`config.mk`:
```
export PLATFORM = sky130hd
export DESIGN_NAME = rv32i_integer_execute
export DESIGN_NICKNAME = d
export VERILOG_FILES = /design/src/rtl/rv32ie_pkg.sv /design/src/rtl/rv32ie_ram.sv /design/src/rtl/rv32ie_front.sv /design/src/rtl/rv32ie_outq.sv /design/src/rtl/rv32ie_back.sv /design/src/rtl/rv32i_integer_execute.sv
export SDC_FILE = /design/constraint.sdc
export NUM_CORES = 2
export LEC_CHECK = 0
export BUFFER_PORTS_ARGS = -buffer_cell sky130_fd_sc_hd__buf_4
export CORE_ASPECT_RATIO = 0.9
export CORE_UTILIZATION = 25
export CTS_BUF_LIST = sky130_fd_sc_hd__clkbuf_4
export CTS_CLUSTER_DIAMETER = 150
export DETAILED_ROUTE_END_ITERATION = 7
export GPL_ROUTABILITY_DRIVEN = 0
export PLACE_DENSITY_LB_ADDON = 0.15
export SETUP_SLACK_MARGIN = 0.4
export SLEW_MARGIN = 20
export SYNTH_ARGS = -nofsm -noshare
export SYNTH_HDL_FRONTEND = slang
export SYNTH_SLANG_ARGS = --single-unit
```
`constraint.sdc`:
```
create_clock -name clk -period 15.7 [get_ports clk]
set_input_delay 3.14 -clock clk [delete_from_list [all_inputs] [get_ports clk]]
set_output_delay 3.14 -clock clk [all_outputs]
set_load 0.02 [all_outputs]
```
`src/rtl/rv32ie_pkg.sv`:
```
// ----------------------------------------------------------------------------
// RV32I integer execute - package
// Operation codes, decoded micro-op and result types shared by all modules but the RAM.
// ----------------------------------------------------------------------------
package rv32ie_pkg;

	localparam int XLEN     = 32;
	localparam int RF_DEPTH = 32;
	localparam int IDX_W    = 5;
	localparam int IMM_W    = 20;

	typedef enum logic [4:0] {
		OP_ADDI  = 5'd0,
		OP_SLTI  = 5'd1,
		OP_SLTIU = 5'd2,
		OP_XORI  = 5'd3,
		OP_ORI   = 5'd4,
		OP_ANDI  = 5'd5,
		OP_SLLI  = 5'd6,
		OP_SRLI  = 5'd7,
		OP_SRAI  = 5'd8,
		OP_ADD   = 5'd9,
		OP_SUB   = 5'd10,
		OP_SLL   = 5'd11,
		OP_SLT   = 5'd12,
		OP_SLTU  = 5'd13,
		OP_XOR   = 5'd14,
		OP_SRL   = 5'd15,
		OP_SRA   = 5'd16,
		OP_OR    = 5'd17,
		OP_AND   = 5'd18,
		OP_LUI   = 5'd19,
		OP_AUIPC = 5'd20,
		OP_JAL   = 5'd21,
		OP_JALR  = 5'd22,
		OP_BEQ   = 5'd23,
		OP_BNE   = 5'd24,
		OP_BLT   = 5'd25,
		OP_BGE   = 5'd26,
		OP_BLTU  = 5'd27,
		OP_BGEU  = 5'd28
	} op_t;

	typedef enum logic [2:0] {
		CLS_NOP,
		CLS_ALU,
		CLS_LUI,
		CLS_AUIPC,
		CLS_JAL,
		CLS_JALR,
		CLS_BRANCH
	} cls_t;

	typedef enum logic [3:0] {
		FN_ADD,
		FN_SUB,
		FN_SLL,
		FN_SLT,
		FN_SLTU,
		FN_XOR,
		FN_SRL,
		FN_SRA,
		FN_OR,
		FN_AND
	} alu_fn_t;

	typedef enum logic [2:0] {
		BR_EQ,
		BR_NE,
		BR_LT,
		BR_GE,
		BR_LTU,
		BR_GEU
	} br_fn_t;

	typedef struct packed {
		cls_t              cls;
		alu_fn_t           fn;
		br_fn_t            br;
		logic              use_imm;
		logic              wen;
		logic [IDX_W-1:0]  rd;
		logic [IDX_W-1:0]  rs1;
		logic [IDX_W-1:0]  rs2;
		logic [XLEN-1:0]   imm;
	} uop_t;

	typedef struct packed {
		logic [XLEN-1:0]   next_pc;
		logic              wen;
		logic [IDX_W-1:0]  idx;
		logic [XLEN-1:0]   value;
	} res_t;

endpackage

```
`src/rtl/rv32ie_ram.sv`:
```
// ----------------------------------------------------------------------------
// RV32I integer execute - generic RAM
// One write port and one read port with a registered, enabled read.
// ----------------------------------------------------------------------------
module rv32ie_ram #(
	parameter int WIDTH = 32,
	parameter int DEPTH = 32
) (
	input  logic                     clk,
	input  logic                     we,
	input  logic [$clog2(DEPTH)-1:0] waddr,
	input  logic [WIDTH-1:0]         wdata,
	input  logic                     re,
	input  logic [$clog2(DEPTH)-1:0] raddr,
	output logic [WIDTH-1:0]         rdata
);

	logic [WIDTH-1:0] mem_q [DEPTH];
	logic [WIDTH-1:0] rdata_q;

	always_ff @(posedge clk) begin
		if (we) begin
			mem_q[waddr] <= wdata;
		end
		if (re) begin
			rdata_q <= mem_q[raddr];
		end
	end

	assign rdata = rdata_q;

endmodule

```
`src/rtl/rv32ie_front.sv`:
```
// ----------------------------------------------------------------------------
// RV32I integer execute - front end
// Accepts instructions, decodes them into micro-ops and queues them.
// ----------------------------------------------------------------------------
module rv32ie_front import rv32ie_pkg::*; (
	input  logic             clk,
	input  logic             arst_n,
	input  logic             push,
	output logic             full,
	input  logic [4:0]       op,
	input  logic [IDX_W-1:0] dest_index,
	input  logic [IDX_W-1:0] src1_index,
	input  logic [IDX_W-1:0] src2_index,
	input  logic [IMM_W-1:0] imm_bits,
	input  logic             deq,
	output logic             head_valid,
	output uop_t             head
);

	uop_t       uop;
	uop_t       mem_q [2];
	logic       wr_ptr_q;
	logic       rd_ptr_q;
	logic [1:0] cnt_q;
	logic       push_ok;
	logic       writes;

	logic [XLEN-1:0] imm12;
	logic [XLEN-1:0] shamt;
	logic [XLEN-1:0] upper;
	logic [XLEN-1:0] jofs;
	logic [XLEN-1:0] bofs;

	assign imm12 = {{(XLEN-12){imm_bits[11]}}, imm_bits[11:0]};
	assign shamt = {{(XLEN-5){1'b0}}, imm_bits[4:0]};
	assign upper = {imm_bits, 12'b0};
	assign jofs  = {{(XLEN-IMM_W){imm_bits[IMM_W-1]}}, imm_bits};
	assign bofs  = {{(XLEN-13){imm_bits[12]}}, imm_bits[12:0]};

	always_comb begin
		uop         = '0;
		uop.cls     = CLS_ALU;
		uop.fn      = FN_ADD;
		uop.br      = BR_EQ;
		uop.use_imm = 1'b1;
		uop.rd      = dest_index;
		uop.rs1     = src1_index;
		uop.rs2     = src2_index;
		uop.imm     = imm12;
		writes      = 1'b1;
		case (op_t'(op))
			OP_ADDI:  uop.fn = FN_ADD;
			OP_SLTI:  uop.fn = FN_SLT;
			OP_SLTIU: uop.fn = FN_SLTU;
			OP_XORI:  uop.fn = FN_XOR;
			OP_ORI:   uop.fn = FN_OR;
			OP_ANDI:  uop.fn = FN_AND;
			OP_SLLI: begin
				uop.fn  = FN_SLL;
				uop.imm = shamt;
			end
			OP_SRLI: begin
				uop.fn  = FN_SRL;
				uop.imm = shamt;
			end
			OP_SRAI: begin
				uop.fn  = FN_SRA;
				uop.imm = shamt;
			end
			OP_ADD: begin
				uop.fn      = FN_ADD;
				uop.use_imm = 1'b0;
			end
			OP_SUB: begin
				uop.fn      = FN_SUB;
				uop.use_imm = 1'b0;
			end
			OP_SLL: begin
				uop.fn      = FN_SLL;
				uop.use_imm = 1'b0;
			end
			OP_SLT: begin
				uop.fn      = FN_SLT;
				uop.use_imm = 1'b0;
			end
			OP_SLTU: begin
				uop.fn      = FN_SLTU;
				uop.use_imm = 1'b0;
			end
			OP_XOR: begin
				uop.fn      = FN_XOR;
				uop.use_imm = 1'b0;
			end
			OP_SRL: begin
				uop.fn      = FN_SRL;
				uop.use_imm = 1'b0;
			end
			OP_SRA: begin
				uop.fn      = FN_SRA;
				uop.use_imm = 1'b0;
			end
			OP_OR: begin
				uop.fn      = FN_OR;
				uop.use_imm = 1'b0;
			end
			OP_AND: begin
				uop.fn      = FN_AND;
				uop.use_imm = 1'b0;
			end
			OP_LUI: begin
				uop.cls = CLS_LUI;
				uop.imm = upper;
			end
			OP_AUIPC: begin
				uop.cls = CLS_AUIPC;
				uop.imm = upper;
			end
			OP_JAL: begin
				uop.cls = CLS_JAL;
				uop.imm = jofs;
			end
			OP_JALR:  uop.cls = CLS_JALR;
			OP_BEQ, OP_BNE, OP_BLT, OP_BGE, OP_BLTU, OP_BGEU: begin
				uop.cls = CLS_BRANCH;
				uop.imm = bofs;
				writes  = 1'b0;
				case (op_t'(op))
					OP_BEQ:  uop.br = BR_EQ;
					OP_BNE:  uop.br = BR_NE;
					OP_BLT:  uop.br = BR_LT;
					OP_BGE:  uop.br = BR_GE;
					OP_BLTU: uop.br = BR_LTU;
					default: uop.br = BR_GEU;
				endcase
			end
			default: begin
				uop.cls = CLS_NOP;
				writes  = 1'b0;
			end
		endcase
		// A write to x0 is dropped here, so the back end never sees it.
		uop.wen = writes && (dest_index != '0);
	end

	assign full       = (cnt_q == 2'd2);
	assign head_valid = (cnt_q != 2'd0);
	assign head       = mem_q[rd_ptr_q];
	assign push_ok    = push && !full;

	always_ff @(posedge clk) begin
		if (push_ok) begin
			mem_q[wr_ptr_q] <= uop;
		end
	end

	always_ff @(posedge clk or negedge arst_n) begin
		if (!arst_n) begin
			wr_ptr_q <= 1'b0;
			rd_ptr_q <= 1'b0;
			cnt_q    <= 2'd0;
		end else begin
			if (push_ok) begin
				wr_ptr_q <= !wr_ptr_q;
			end
			if (deq) begin
				rd_ptr_q <= !rd_ptr_q;
			end
			cnt_q <= cnt_q + {1'b0, push_ok} - {1'b0, deq};
		end
	end

endmodule

```
`src/rtl/rv32ie_outq.sv`:
```
// ----------------------------------------------------------------------------
// RV32I integer execute - result queue
// Two-entry queue that holds finished results until they are popped.
// ----------------------------------------------------------------------------
module rv32ie_outq import rv32ie_pkg::*; (
	input  logic clk,
	input  logic arst_n,
	input  logic wr,
	input  res_t wdata,
	output logic full,
	input  logic pop,
	output logic empty,
	output res_t head
);

	res_t       mem_q [2];
	logic       wr_ptr_q;
	logic       rd_ptr_q;
	logic [1:0] cnt_q;
	logic       rd;

	assign full  = (cnt_q == 2'd2);
	assign empty = (cnt_q == 2'd0);
	assign head  = mem_q[rd_ptr_q];
	assign rd    = pop && !empty;

	always_ff @(posedge clk) begin
		if (wr) begin
			mem_q[wr_ptr_q] <= wdata;
		end
	end

	always_ff @(posedge clk or negedge arst_n) begin
		if (!arst_n) begin
			wr_ptr_q <= 1'b0;
			rd_ptr_q <= 1'b0;
			cnt_q    <= 2'd0;
		end else begin
			if (wr) begin
				wr_ptr_q <= !wr_ptr_q;
			end
			if (rd) begin
				rd_ptr_q <= !rd_ptr_q;
			end
			cnt_q <= cnt_q + {1'b0, wr} - {1'b0, rd};
		end
	end

endmodule

```
`src/rtl/rv32ie_back.sv`:
```
// ----------------------------------------------------------------------------
// RV32I integer execute - back end
// Reads the register file and updates the pc; one micro-op per cycle unless res_full.
// ----------------------------------------------------------------------------
module rv32ie_back import rv32ie_pkg::*; (
	input  logic clk,
	input  logic arst_n,
	input  logic head_valid,
	input  uop_t head,
	output logic deq,
	input  logic res_full,
	output logic res_wr,
	output res_t res
);

	logic            valid_s2;
	uop_t            uop_s2;
	logic            v1_s2;
	logic            v2_s2;
	logic [XLEN-1:0] pc_q;
	logic [RF_DEPTH-1:0] rf_valid_q;
	logic            byp_en_q;
	logic [IDX_W-1:0] byp_idx_q;
	logic [XLEN-1:0] byp_val_q;

	logic            issue;
	logic            commit;
	logic [XLEN-1:0] rdata1;
	logic [XLEN-1:0] rdata2;
	logic [XLEN-1:0] a;
	logic [XLEN-1:0] b;
	logic [XLEN-1:0] b_op;
	logic [XLEN-1:0] alu_res;
	logic [XLEN-1:0] tgt;
	logic [XLEN-1:0] pc_plus4;
	logic [XLEN-1:0] value;
	logic [XLEN-1:0] next;
	logic            taken;
	logic            lt_s;
	logic            lt_u;

	assign commit = valid_s2 && !res_full;
	assign issue  = head_valid && (!valid_s2 || commit);
	assign deq    = issue;

	rv32ie_ram #(.WIDTH(XLEN), .DEPTH(RF_DEPTH)) u_rf_a (
		.clk   (clk),
		.we    (commit && uop_s2.wen),
		.waddr (uop_s2.rd),
		.wdata (value),
		.re    (issue),
		.raddr (head.rs1),
		.rdata (rdata1)
	);

	rv32ie_ram #(.WIDTH(XLEN), .DEPTH(RF_DEPTH)) u_rf_b (
		.clk   (clk),
		.we    (commit && uop_s2.wen),
		.waddr (uop_s2.rd),
		.wdata (value),
		.re    (issue),
		.raddr (head.rs2),
		.rdata (rdata2)
	);

	// The RAM returns old data when the previous instruction writes the
	// register in the same cycle as the read, so that write is forwarded.
	always_comb begin
		a = v1_s2 ? rdata1 : '0;
		b = v2_s2 ? rdata2 : '0;
		if (byp_en_q && (byp_idx_q == uop_s2.rs1)) begin
			a = byp_val_q;
		end
		if (byp_en_q && (byp_idx_q == uop_s2.rs2)) begin
			b = byp_val_q;
		end
	end

	assign b_op     = uop_s2.use_imm ? uop_s2.imm : b;
	assign lt_s     = $signed(a) < $signed(b_op);
	assign lt_u     = a < b_op;
	assign pc_plus4 = pc_q + XLEN'(4);
	assign tgt      = ((uop_s2.cls == CLS_JALR) ? a : pc_q) + uop_s2.imm;

	always_comb begin
		case (uop_s2.fn)
			FN_ADD:  alu_res = a + b_op;
			FN_SUB:  alu_res = a - b_op;
			FN_SLL:  alu_res = a << b_op[4:0];
			FN_SLT:  alu_res = {{(XLEN-1){1'b0}}, lt_s};
			FN_SLTU: alu_res = {{(XLEN-1){1'b0}}, lt_u};
			FN_XOR:  alu_res = a ^ b_op;
			FN_SRL:  alu_res = a >> b_op[4:0];
			FN_SRA:  alu_res = $unsigned($signed(a) >>> b_op[4:0]);
			FN_OR:   alu_res = a | b_op;
			FN_AND:  alu_res = a & b_op;
			default: alu_res = a & b_op;
		endcase
	end

	always_comb begin
		case (uop_s2.br)
			BR_EQ:   taken = (a == b);
			BR_NE:   taken = (a != b);
			BR_LT:   taken = $signed(a) < $signed(b);
			BR_GE:   taken = !($signed(a) < $signed(b));
			BR_LTU:  taken = a < b;
			BR_GEU:  taken = !(a < b);
			default: taken = 1'b0;
		endcase
	end

	always_comb begin
		value = '0;
		next  = pc_plus4;
		case (uop_s2.cls)
			CLS_ALU:    value = alu_res;
			CLS_LUI:    value = uop_s2.imm;
			CLS_AUIPC:  value = tgt;
			CLS_JAL: begin
				value = pc_plus4;
				next  = tgt;
			end
			CLS_JALR: begin
				value = pc_plus4;
				next  = {tgt[XLEN-1:1], 1'b0};
			end
			CLS_BRANCH: begin
				if (taken) begin
					next = tgt;
				end
			end
			default:    next = pc_plus4;
		endcase
	end

	assign res_wr      = commit;
	assign res.next_pc = next;
	assign res.wen     = uop_s2.wen;
	assign res.idx     = uop_s2.wen ? uop_s2.rd : '0;
	assign res.value   = uop_s2.wen ? value : '0;

	always_ff @(posedge clk) begin
		if (issue) begin
			uop_s2 <= head;
			v1_s2  <= rf_valid_q[head.rs1];
			v2_s2  <= rf_valid_q[head.rs2];
		end
		if (commit) begin
			byp_idx_q <= uop_s2.rd;
			byp_val_q <= value;
		end
	end

	always_ff @(posedge clk or negedge arst_n) begin
		if (!arst_n) begin
			valid_s2   <= 1'b0;
			pc_q       <= '0;
			rf_valid_q <= '0;
			byp_en_q   <= 1'b0;
		end else begin
			if (issue) begin
				valid_s2 <= 1'b1;
			end else if (commit) begin
				valid_s2 <= 1'b0;
			end
			if (commit) begin
				pc_q     <= next;
				byp_en_q <= uop_s2.wen;
				if (uop_s2.wen) begin
					rf_valid_q[uop_s2.rd] <= 1'b1;
				end
			end
		end
	end

endmodule

```
`src/rtl/rv32i_integer_execute.sv`:
```
// ----------------------------------------------------------------------------
// RV32I integer execute unit
// Executes decoded RV32I integer instructions against a register file and pc.
// ----------------------------------------------------------------------------
// Channel  Dir  Handshake    Payload
// input    in   push / full  op, dest_index, src1_index, src2_index, imm_bits
// result   out  pop / empty  next_pc, write_enable, write_index, write_value
//
// One instruction per cycle is sustained while the result queue has room;
// the pc update in the execute stage is the loop that sets this rate.
// A result passes the instruction queue, execute stage and result queue.
// Reset clears the pc and the register file valid bits at once; no sweep.
// A stalled result side fills the two-entry result queue, then the execute
// stage, then the two-entry instruction queue, after which full rises.
module rv32i_integer_execute import rv32ie_pkg::*; (
	input  logic             clk,
	input  logic             arst_n,
	input  logic             push,
	output logic             full,
	input  logic [4:0]       op,
	input  logic [IDX_W-1:0] dest_index,
	input  logic [IDX_W-1:0] src1_index,
	input  logic [IDX_W-1:0] src2_index,
	input  logic [IMM_W-1:0] imm_bits,
	output logic             empty,
	input  logic             pop,
	output logic [XLEN-1:0]  next_pc,
	output logic             write_enable,
	output logic [IDX_W-1:0] write_index,
	output logic [XLEN-1:0]  write_value
);

	logic head_valid;
	uop_t head;
	logic deq;
	logic res_full;
	logic res_wr;
	res_t res;
	res_t res_head;

	rv32ie_front u_front (
		.clk        (clk),
		.arst_n     (arst_n),
		.push       (push),
		.full       (full),
		.op         (op),
		.dest_index (dest_index),
		.src1_index (src1_index),
		.src2_index (src2_index),
		.imm_bits   (imm_bits),
		.deq        (deq),
		.head_valid (head_valid),
		.head       (head)
	);

	rv32ie_back u_back (
		.clk        (clk),
		.arst_n     (arst_n),
		.head_valid (head_valid),
		.head       (head),
		.deq        (deq),
		.res_full   (res_full),
		.res_wr     (res_wr),
		.res        (res)
	);

	rv32ie_outq u_outq (
		.clk    (clk),
		.arst_n (arst_n),
		.wr     (res_wr),
		.wdata  (res),
		.full   (res_full),
		.pop    (pop),
		.empty  (empty),
		.head   (res_head)
	);

	assign next_pc      = res_head.next_pc;
	assign write_enable = res_head.wen;
	assign write_index  = res_head.idx;
	assign write_value  = res_head.value;

endmodule

```
Word level (Yosys, flattened, before mapping):

Memories as Yosys holds them, arrays and structs flattened. A register that Yosys moved wholly into a read port is not among the register bits.
Cells that the tools add are included.

* flip-flop bits (word level): 172
* memory bits (writable): 2306
* input bits: 44
* output and inout port bits: 72
* word-level logic and storage cells: 180
* memories: 4

* add/sub/neg operators: 8
* $lt $le $gt $ge: 8
* equal/unequal tests: 53
* shift operators: 3
* mux-type cells: 34
* bitwise operators: 4
* reductions and logical operators: 43

Memories
* u_back.u_rf_a.mem_q: depth 32, width 32, rd ports 1, clocked after memory_dff 1, write ports 1, RTL line rv32ie_ram.sv:18 `logic [WIDTH-1:0] mem_q [DEPTH];`
* u_back.u_rf_b.mem_q: depth 32, width 32, rd ports 1, clocked after memory_dff 1, write ports 1, RTL line rv32ie_ram.sv:18
* u_outq.mem_q: depth 2, width 70, rd ports 1, clocked after memory_dff 0, write ports 1, RTL line rv32ie_outq.sv:16 `res_t mem_q [2];`
* u_front.mem_q: depth 2, width 59, rd ports 1, clocked after memory_dff 0, write ports 1, RTL line rv32ie_front.sv:21 `uop_t mem_q [2];`

Operator list (count)
* 32-bit one-hot mux with 9 select lines: 1
* 32-bit two-way mux: 8
* 32-bit one-hot mux with 4 select lines: 2
* 32-bit < comparator: 4
* 32-bit one-hot mux with 3 select lines: 1
* 5-bit == test (second input constant): 13
* 32-bit adder: 2
* 32-bit bitwise OR: 2
* 5-bit by 4-bit == test with 1-bit output (second input constant): 8
* 4-bit one-hot mux with 9 select lines: 1
* 32-bit by 3-bit adder with 32-bit output (second input constant): 1
* 32-bit bitwise AND: 1
* 32-bit == test: 1
* 32-bit != test: 1
* 32-bit by 5-bit left shift with 32-bit output: 1
* 32-bit by 5-bit >> shifter with 32-bit output: 1
* 32-bit by 5-bit >>> shifter with 32-bit output: 1
* 32-bit subtractor: 1
* 32-bit bitwise XOR: 1
* 23-bit OR reduction: 1
* 5-bit by 3-bit == test with 1-bit output (second input constant): 4
* 2-bit OR reduction: 10
* 19-bit OR reduction: 1
* 5-bit by 6-bit < comparator with 1-bit output (second input constant): 3
* 35 further kinds: 83

Longest topological paths before layout:

* depth in word-level cells: 8
* mapped depth: 22
* depth with buffers taken out: 18

Cells and area by module:

A second synthesis with hierarchy kept.

* cell total of the unflattened synthesis: 8057
* area total of the unflattened synthesis: 115126.7 µm²

By module, submodules not included
* rv32ie_ram: times used 2, cells an instance 2260, area each 40805.4 µm², seq. area each 31710.4 µm²
* rv32ie_back: times used 1, cells an instance 2956, area each 22659.2 µm², seq. area each 4594.4 µm²
* rv32ie_outq: times used 1, cells an instance 235, area each 5600.4 µm², seq. area each 4304.1 µm²
* rv32ie_front: times used 1, cells an instance 346, area each 5256.3 µm², seq. area each 3643.5 µm²

Worst setup path before layout:

OpenSTA, ideal clock, no wires.

* path type: reg-to-reg
* from: reg u_outq.cnt_q[1]
* to: reg u_front.cnt_q[1]
* library setup time: 80 ps
* data arrival time: 8794 ps
* required time: 15620 ps
* path slack: 6826 ps
* stages on the path, launching flop included: 7
* buffers on the path: 0
* clock period less this slack: 8874 ps
* cell sequence: dfrtp_1 a31oi_1 ha_1 inv_1 ha_1 xnor2_1 xnor2_1

* longest elaborated chain between the ends: 6

RTL lines
* start: declaration: RTL line rv32ie_outq.sv:19 `logic [1:0] cnt_q;`
* start signal: assignment: RTL line rv32ie_outq.sv:45 `cnt_q <= cnt_q + {1'b0, wr} - {1'b0, rd};`
* 2-bit == test: RTL line rv32ie_outq.sv:22 `assign full = (cnt_q == 2'd2);`
* 1-bit zero test: RTL line rv32ie_back.sv:42 `assign commit = valid_s2 && !res_full;`
* 1-bit logical AND: RTL line rv32ie_back.sv:42
* 1-bit logical OR: RTL line rv32ie_back.sv:43 `assign issue = head_valid && (!valid_s2 || commit);`
* 1-bit logical AND: RTL line rv32ie_back.sv:43
* via deq: RTL line rv32i_integer_execute.sv:35 `logic deq;`
* 2-bit by 1-bit subtractor with 2-bit output: RTL line rv32ie_front.sv:168 `cnt_q <= cnt_q + {1'b0, push_ok} - {1'b0, deq};`
* end signal: assignment: RTL line rv32ie_front.sv:168
* end: declaration: RTL line rv32ie_front.sv:24 `logic [1:0] cnt_q;`

The timed path passes the listed nets, and every way through them passes these cells.
A chain may end at the register's enable or synchronous reset.

Worst setup path in the final report:

* from: reg u_back.byp_idx_q[0]
* to: mem u_back.u_rf_b.mem_q[64][0], in the netlist u_back.u_rf_b.mem_q[16][0] (data pin)

* longest elaborated chain between the ends: 7
* elaborated cells on any way between the ends: 21
* those cells by class: 3 x add/sub; 2 x order compare; 2 x eq/ne; 3 x shift; 6 x mux; 3 x bitwise; 2 x reduce/logical

RTL lines
* start: declaration: RTL line rv32ie_back.sv:23 `logic [IDX_W-1:0] byp_idx_q;`
* start signal: assignment: RTL line rv32ie_back.sv:150 `byp_idx_q <= uop_s2.rd;`
* 5-bit == test: RTL line rv32ie_back.sv:74 `if (byp_en_q && (byp_idx_q == uop_s2.rs2)) begin`
* 1-bit logical AND: RTL line rv32ie_back.sv:74
* 32-bit two-way mux: RTL line rv32ie_back.sv:74
* 32-bit two-way mux: RTL line rv32ie_back.sv:79 `assign b_op = uop_s2.use_imm ? uop_s2.imm : b;`
* 32-bit subtractor (tied with other cells): RTL line rv32ie_back.sv:88 `FN_SUB: alu_res = a - b_op;`
* 32-bit one-hot mux with 9 select lines: RTL line rv32ie_back.sv:86 `case (uop_s2.fn)`
* 32-bit one-hot mux with 4 select lines *: RTL line rv32ie_back.sv:116 `case (uop_s2.cls)`
* via u_back.u_rf_a.wdata[0]: RTL line rv32ie_ram.sv:12 `input logic [WIDTH-1:0] wdata,`
* end: declaration: RTL line rv32ie_ram.sv:18

The timed path passes the listed nets; every way through them passes the cells marked *.

==> flow_metrics.tcl <==
set metrics [dict create \
    status "complete, no violations" \
    standard_cell_area_after_detailed_placement_mm2 0.0909 \
    ioPinCount 116 \
    gr-total-overflow 0 \
    rrSetupSlack_ns 8.15 \
    die-height_um 554 \
    maximum_number_of_pins_on_one_net_before_global_route_repair 120 \
    worst_reg2reg_path_endpoint "u_back.u_rf_b.mem_q[16][0]$_DFFE_PP_" \
    timing.hold.worst_endpoint "u_back.uop_s2[10]$_DFFE_PP_" \
    floorplan.initialDensity_pct 25.2 \
    gr-usage-all-layers_pct 21.9 \
    hold_buffers 0 \
    critPathKind "reg -> reg" \
    coreArea_mm2 0.337 \
    cellLeakagePower_nw 35.4 \
    slew_headroom_pct 11.0 \
    worstSetupEndpointType "flop" \
    post-synth-top-area-fraction_pct 51.1 \
    clock_path_buffers 4 \
    final-hold-violation-count 0 \
    syn_area_mm2 0.0848 \
    cts-root-buf "sky130_fd_sc_hd__clkbuf_4" \
    skew_ns 0.194 \
    final_net_count 9054 \
    post_synth_most_frequent_cells "2455 x sky130_fd_sc_hd__nand2_1, 1444 x sky130_fd_sc_hd__edfxtp_1, 1152 x sky130_fd_sc_hd__nand3_1" \
    grt_first_pass_wirelength_um 544000 \
    critical_path_depth 19 \
    die-width_um 616 \
    layoutNonFillerInstCount 13700 \
    proportion_of_register_bits_with_asynchronous_set_or_reset_after_synthesis_pct 4.87 \
    cap_violations 0 \
    crit_chain "xnor2_1 -> nand2_2 -> nor2_4 -> buf_4 -> o311ai_4 -> buf_4 -> inv_2 -> buf_4 -> ha_1 -> o21bai_1 -> a221oi_1 -> a21oi_1 -> nor4_4 -> o211ai_1 -> o41a_1 -> a211oi_1 -> o311ai_1 -> buf_4 -> a31oi_4" \
    worstMarginPinSlew_ns 1.33 \
    clkTransAtPathRegs_ns 0.08 \
    final_area_mm2 0.0963 \
    post_cts_resize_count 0 \
    r2r-start "u_back.byp_idx_q[0]$_DFFE_PP_" \
    rr_worst_depth 19 \
    clock_tree.htree_level_count 5 \
    synth.avg_cell_area_um2 9.66 \
    whs_ns 0.478 \
    postSynthNetCount 8988 \
    number_of_register_bits_inferred_by_synthesis 1518 \
    finalCritPeriodShare_pct 48.1 \
    drt-pass1-iter-count 6 \
    drt-total-wl_um 389000 \
    ys_top_cells_by_area "sky130_fd_sc_hd__edfxtp_1 51%, sky130_fd_sc_hd__nand2_1 11%, sky130_fd_sc_hd__nand3_1 6.8%" \
    dr.first_iter.drc_count 9260 \
    synth.largest_area_cell "sky130_fd_sc_hd__edfxtp_1" \
    antenna_violations_before_repair 25 \
    areaGrowthSynthToFinish_pct 13.6 \
    drt-vias-per-instance 5.48 \
    routed-via-count 74900 \
    finish.utilization_pct 28.6 \
    buffer_ports.inserted 115 \
    report.final.slew_viol_count 0 \
    worst_path_largest_cell_delay_ns 0.81 \
    synth_edf_count 1444 \
    hold_path_startpoint "u_front.mem_q[0][10]$_DFFE_PP_" \
    drtAntennaViolNets 0 \
    crit_required_ns 16.58 \
    fmax_ghz 0.132 \
    placed_cells_incl_taps 12900 \
    cp_max_fo 80 \
    clock_tree_from_tritoncts "built" \
    syn_inst 8776 \
    yosysMostFrequentCell "sky130_fd_sc_hd__nand2_1" \
    fin_setup_tns_ns 0 \
    synth-warning-count 0 \
    wire_per_inst_um 28.5 \
    timing.critical_path.max_delay_family "compound AO/OA/AOI/OAI gates" \
    finalSetupViolations 0 \
    vdd.ir_drop.worst_mv 0.147 \
    number_of_global_route_vias_before_repair 70800 \
    seq_area_frac_synth_pct 53.3 \
    min_path_type "reg -> reg" \
    setup.worst_path.start_class "flop" \
    detailedPlacementHpwl_um 233000 \
    yosys_most_used_dff "sky130_fd_sc_hd__edfxtp_1" \
    clk_latency_ns 1.35 \
    synth.lib_cells_used.distinct 115 \
    period_minus_slack_ns 7.55 \
    cts_made_buffers 420 \
    critical_path_arrival_ns 8.44 \
    remaining_drc_errors 0 \
    min_path_cells 1 \
    critical_path_buf_inv_count 5 \
    critical-path-top-cell-by-count "sky130_fd_sc_hd__buf_4" \
    power_density_mw_per_mm2 273 \
    cts_sinks 1518 \
    crit_slowest_cell "sky130_fd_sc_hd__a31oi_4" \
    layout-drive-gt1-share_pct 14.8 \
    number_of_rows_in_the_core_area 202 \
    number_of_buffers_inserted_to_repair_setup_after_cts 0 \
    setup_repair_after_global_routing_missed_its_margin "false" \
    fillers 35200 \
    die_area_mm2 0.341 \
]
[metrics by stage]
stage	total power [mW]	setup WS, ns
finish	26.3	8.15
global route	27.5	7.92
CTS	26.1	8.32
detailed placement	22.3	8.42
global placement	22.3	8.36
floorplan	16.0	6.83
[metal layers]
metal	up-vias	global-route usage, %	wire, µm
met5	-	0	94
met4	12	8.57	16100
met3	836	4.32	33900
met2	3971	32.6	167000
met1	37500	31.1	172000
li1	32600	-	-
[area by class of cell]
| class | instances | area, µm² | share of cell area (%) |
|---|---|---|---|
| multi-input cells | 6412 | 36800 | 38.2 |
| clock inverters | 133 | 772 | 0.802 |
| diodes | 13 | 32.5 | 0.0338 |
| repair buffers | 330 | 2670 | 2.77 |
| clock buffers | 608 | 4560 | 4.74 |
| inverters | 160 | 637 | 0.661 |
| flip-flops and latches | 1518 | 45200 | 47.0 |
| well taps | 4488 | 5620 | 5.83 |
[kinds of logic after synthesis]
logic type | Yosys count | synth area share, %
AO/OA/AOI/OAI | 1550 | 13.4
XOR/XNOR | 98 | 1.02
adder cells (fa/ha/maj) | 168 | 2.51
buffers and inverters | 846 | 3.91
flip-flops | 1518 | 53.3
multiplexers | 261 | 3.45
AND/OR/NAND/NOR | 4335 | 22.4
[state kept, by name (all words and copies together), names as in the netlist, 2 cells and up]
signal / cells
u_back.pc_q: 32
u_outq.mem_q: 140
u_back.uop_s2: 58
u_outq.cnt_q: 2
u_back.u_rf_b.rdata: 32
u_back.byp_val_q: 32
u_front.cnt_q: 2
u_back.u_rf_a.rdata: 32
u_front.mem_q: 118
u_back.u_rf_b.mem_q: 1024
u_back.rf_valid_q: 32
u_back.byp_idx_q: 5
[power by group]
part	switching, mW	internal [mW]	total (mW)
logic	11.1	4.22	15.3
clock network	1.83	1.90	3.73
registers	0.671	6.57	7.24
[placed cells by master (no fill, tap or decap), types with 72 or more instances in the layout]
master	Yosys	routed
sky130_fd_sc_hd__inv_1	149	144
sky130_fd_sc_hd__o211ai_1	92	92
sky130_fd_sc_hd__a21o_1	123	123
sky130_fd_sc_hd__nor2_1	249	214
sky130_fd_sc_hd__and3_1	159	158
sky130_fd_sc_hd__mux2_2	175	175
sky130_fd_sc_hd__clkbuf_4	0	608
sky130_fd_sc_hd__a31oi_1	107	105
sky130_fd_sc_hd__a21oi_1	217	210
sky130_fd_sc_hd__a311oi_1	345	344
sky130_fd_sc_hd__o21ai_0	214	211
sky130_fd_sc_hd__clkinv_1	2	91
sky130_fd_sc_hd__dfrtp_1	74	72
sky130_fd_sc_hd__ha_1	165	165
sky130_fd_sc_hd__nand2_1	2455	2452
sky130_fd_sc_hd__edfxtp_1	1444	1444
sky130_fd_sc_hd__buf_4	9	315
sky130_fd_sc_hd__nand3_1	1152	1152
[how the worst max path moves through the flow]
stage,slack [ns],endpoint,from
6_report,8.15,u_back.u_rf_b.mem_q[16][0]$_DFFE_PP_,u_back.byp_idx_q[0]$_DFFE_PP_
2_1_floorplan,6.83,u_front.cnt_q[1]$_DFF_PN0_,u_outq.cnt_q[1]$_DFF_PN0_
3_5_place_dp,8.42,u_back.u_rf_b.mem_q[13][26]$_DFFE_PP_,u_back.byp_idx_q[4]$_DFFE_PP_
4_1_cts,8.32,u_back.u_rf_b.mem_q[16][0]$_DFFE_PP_,u_back.byp_idx_q[4]$_DFFE_PP_
3_3_place_gp,8.36,u_back.u_rf_b.mem_q[12][26]$_DFFE_PP_,u_back.byp_idx_q[1]$_DFFE_PP_
5_1_grt,7.92,u_back.u_rf_b.mem_q[16][0]$_DFFE_PP_,u_back.byp_idx_q[0]$_DFFE_PP_
[worst reg2reg max path, stage by stage (launching register included)]
cell and delay [ns]:
sky130_fd_sc_hd__edfxtp_1 0.44, sky130_fd_sc_hd__xnor2_1 0.19, sky130_fd_sc_hd__nand2_2 0.16, sky130_fd_sc_hd__nor2_4 0.05, sky130_fd_sc_hd__buf_4 0.30, sky130_fd_sc_hd__o311ai_4 0.38
sky130_fd_sc_hd__buf_4 0.73, sky130_fd_sc_hd__inv_2 0.09, sky130_fd_sc_hd__buf_4 0.44, sky130_fd_sc_hd__ha_1 0.41, sky130_fd_sc_hd__o21bai_1 0.19, sky130_fd_sc_hd__a221oi_1 0.66
sky130_fd_sc_hd__a21oi_1 0.28, sky130_fd_sc_hd__nor4_4 0.54, sky130_fd_sc_hd__o211ai_1 0.32, sky130_fd_sc_hd__o41a_1 0.50, sky130_fd_sc_hd__a211oi_1 0.30, sky130_fd_sc_hd__o311ai_1 0.13
sky130_fd_sc_hd__buf_4 0.21, sky130_fd_sc_hd__a31oi_4 0.82
(Power assumes the default switching activity.)
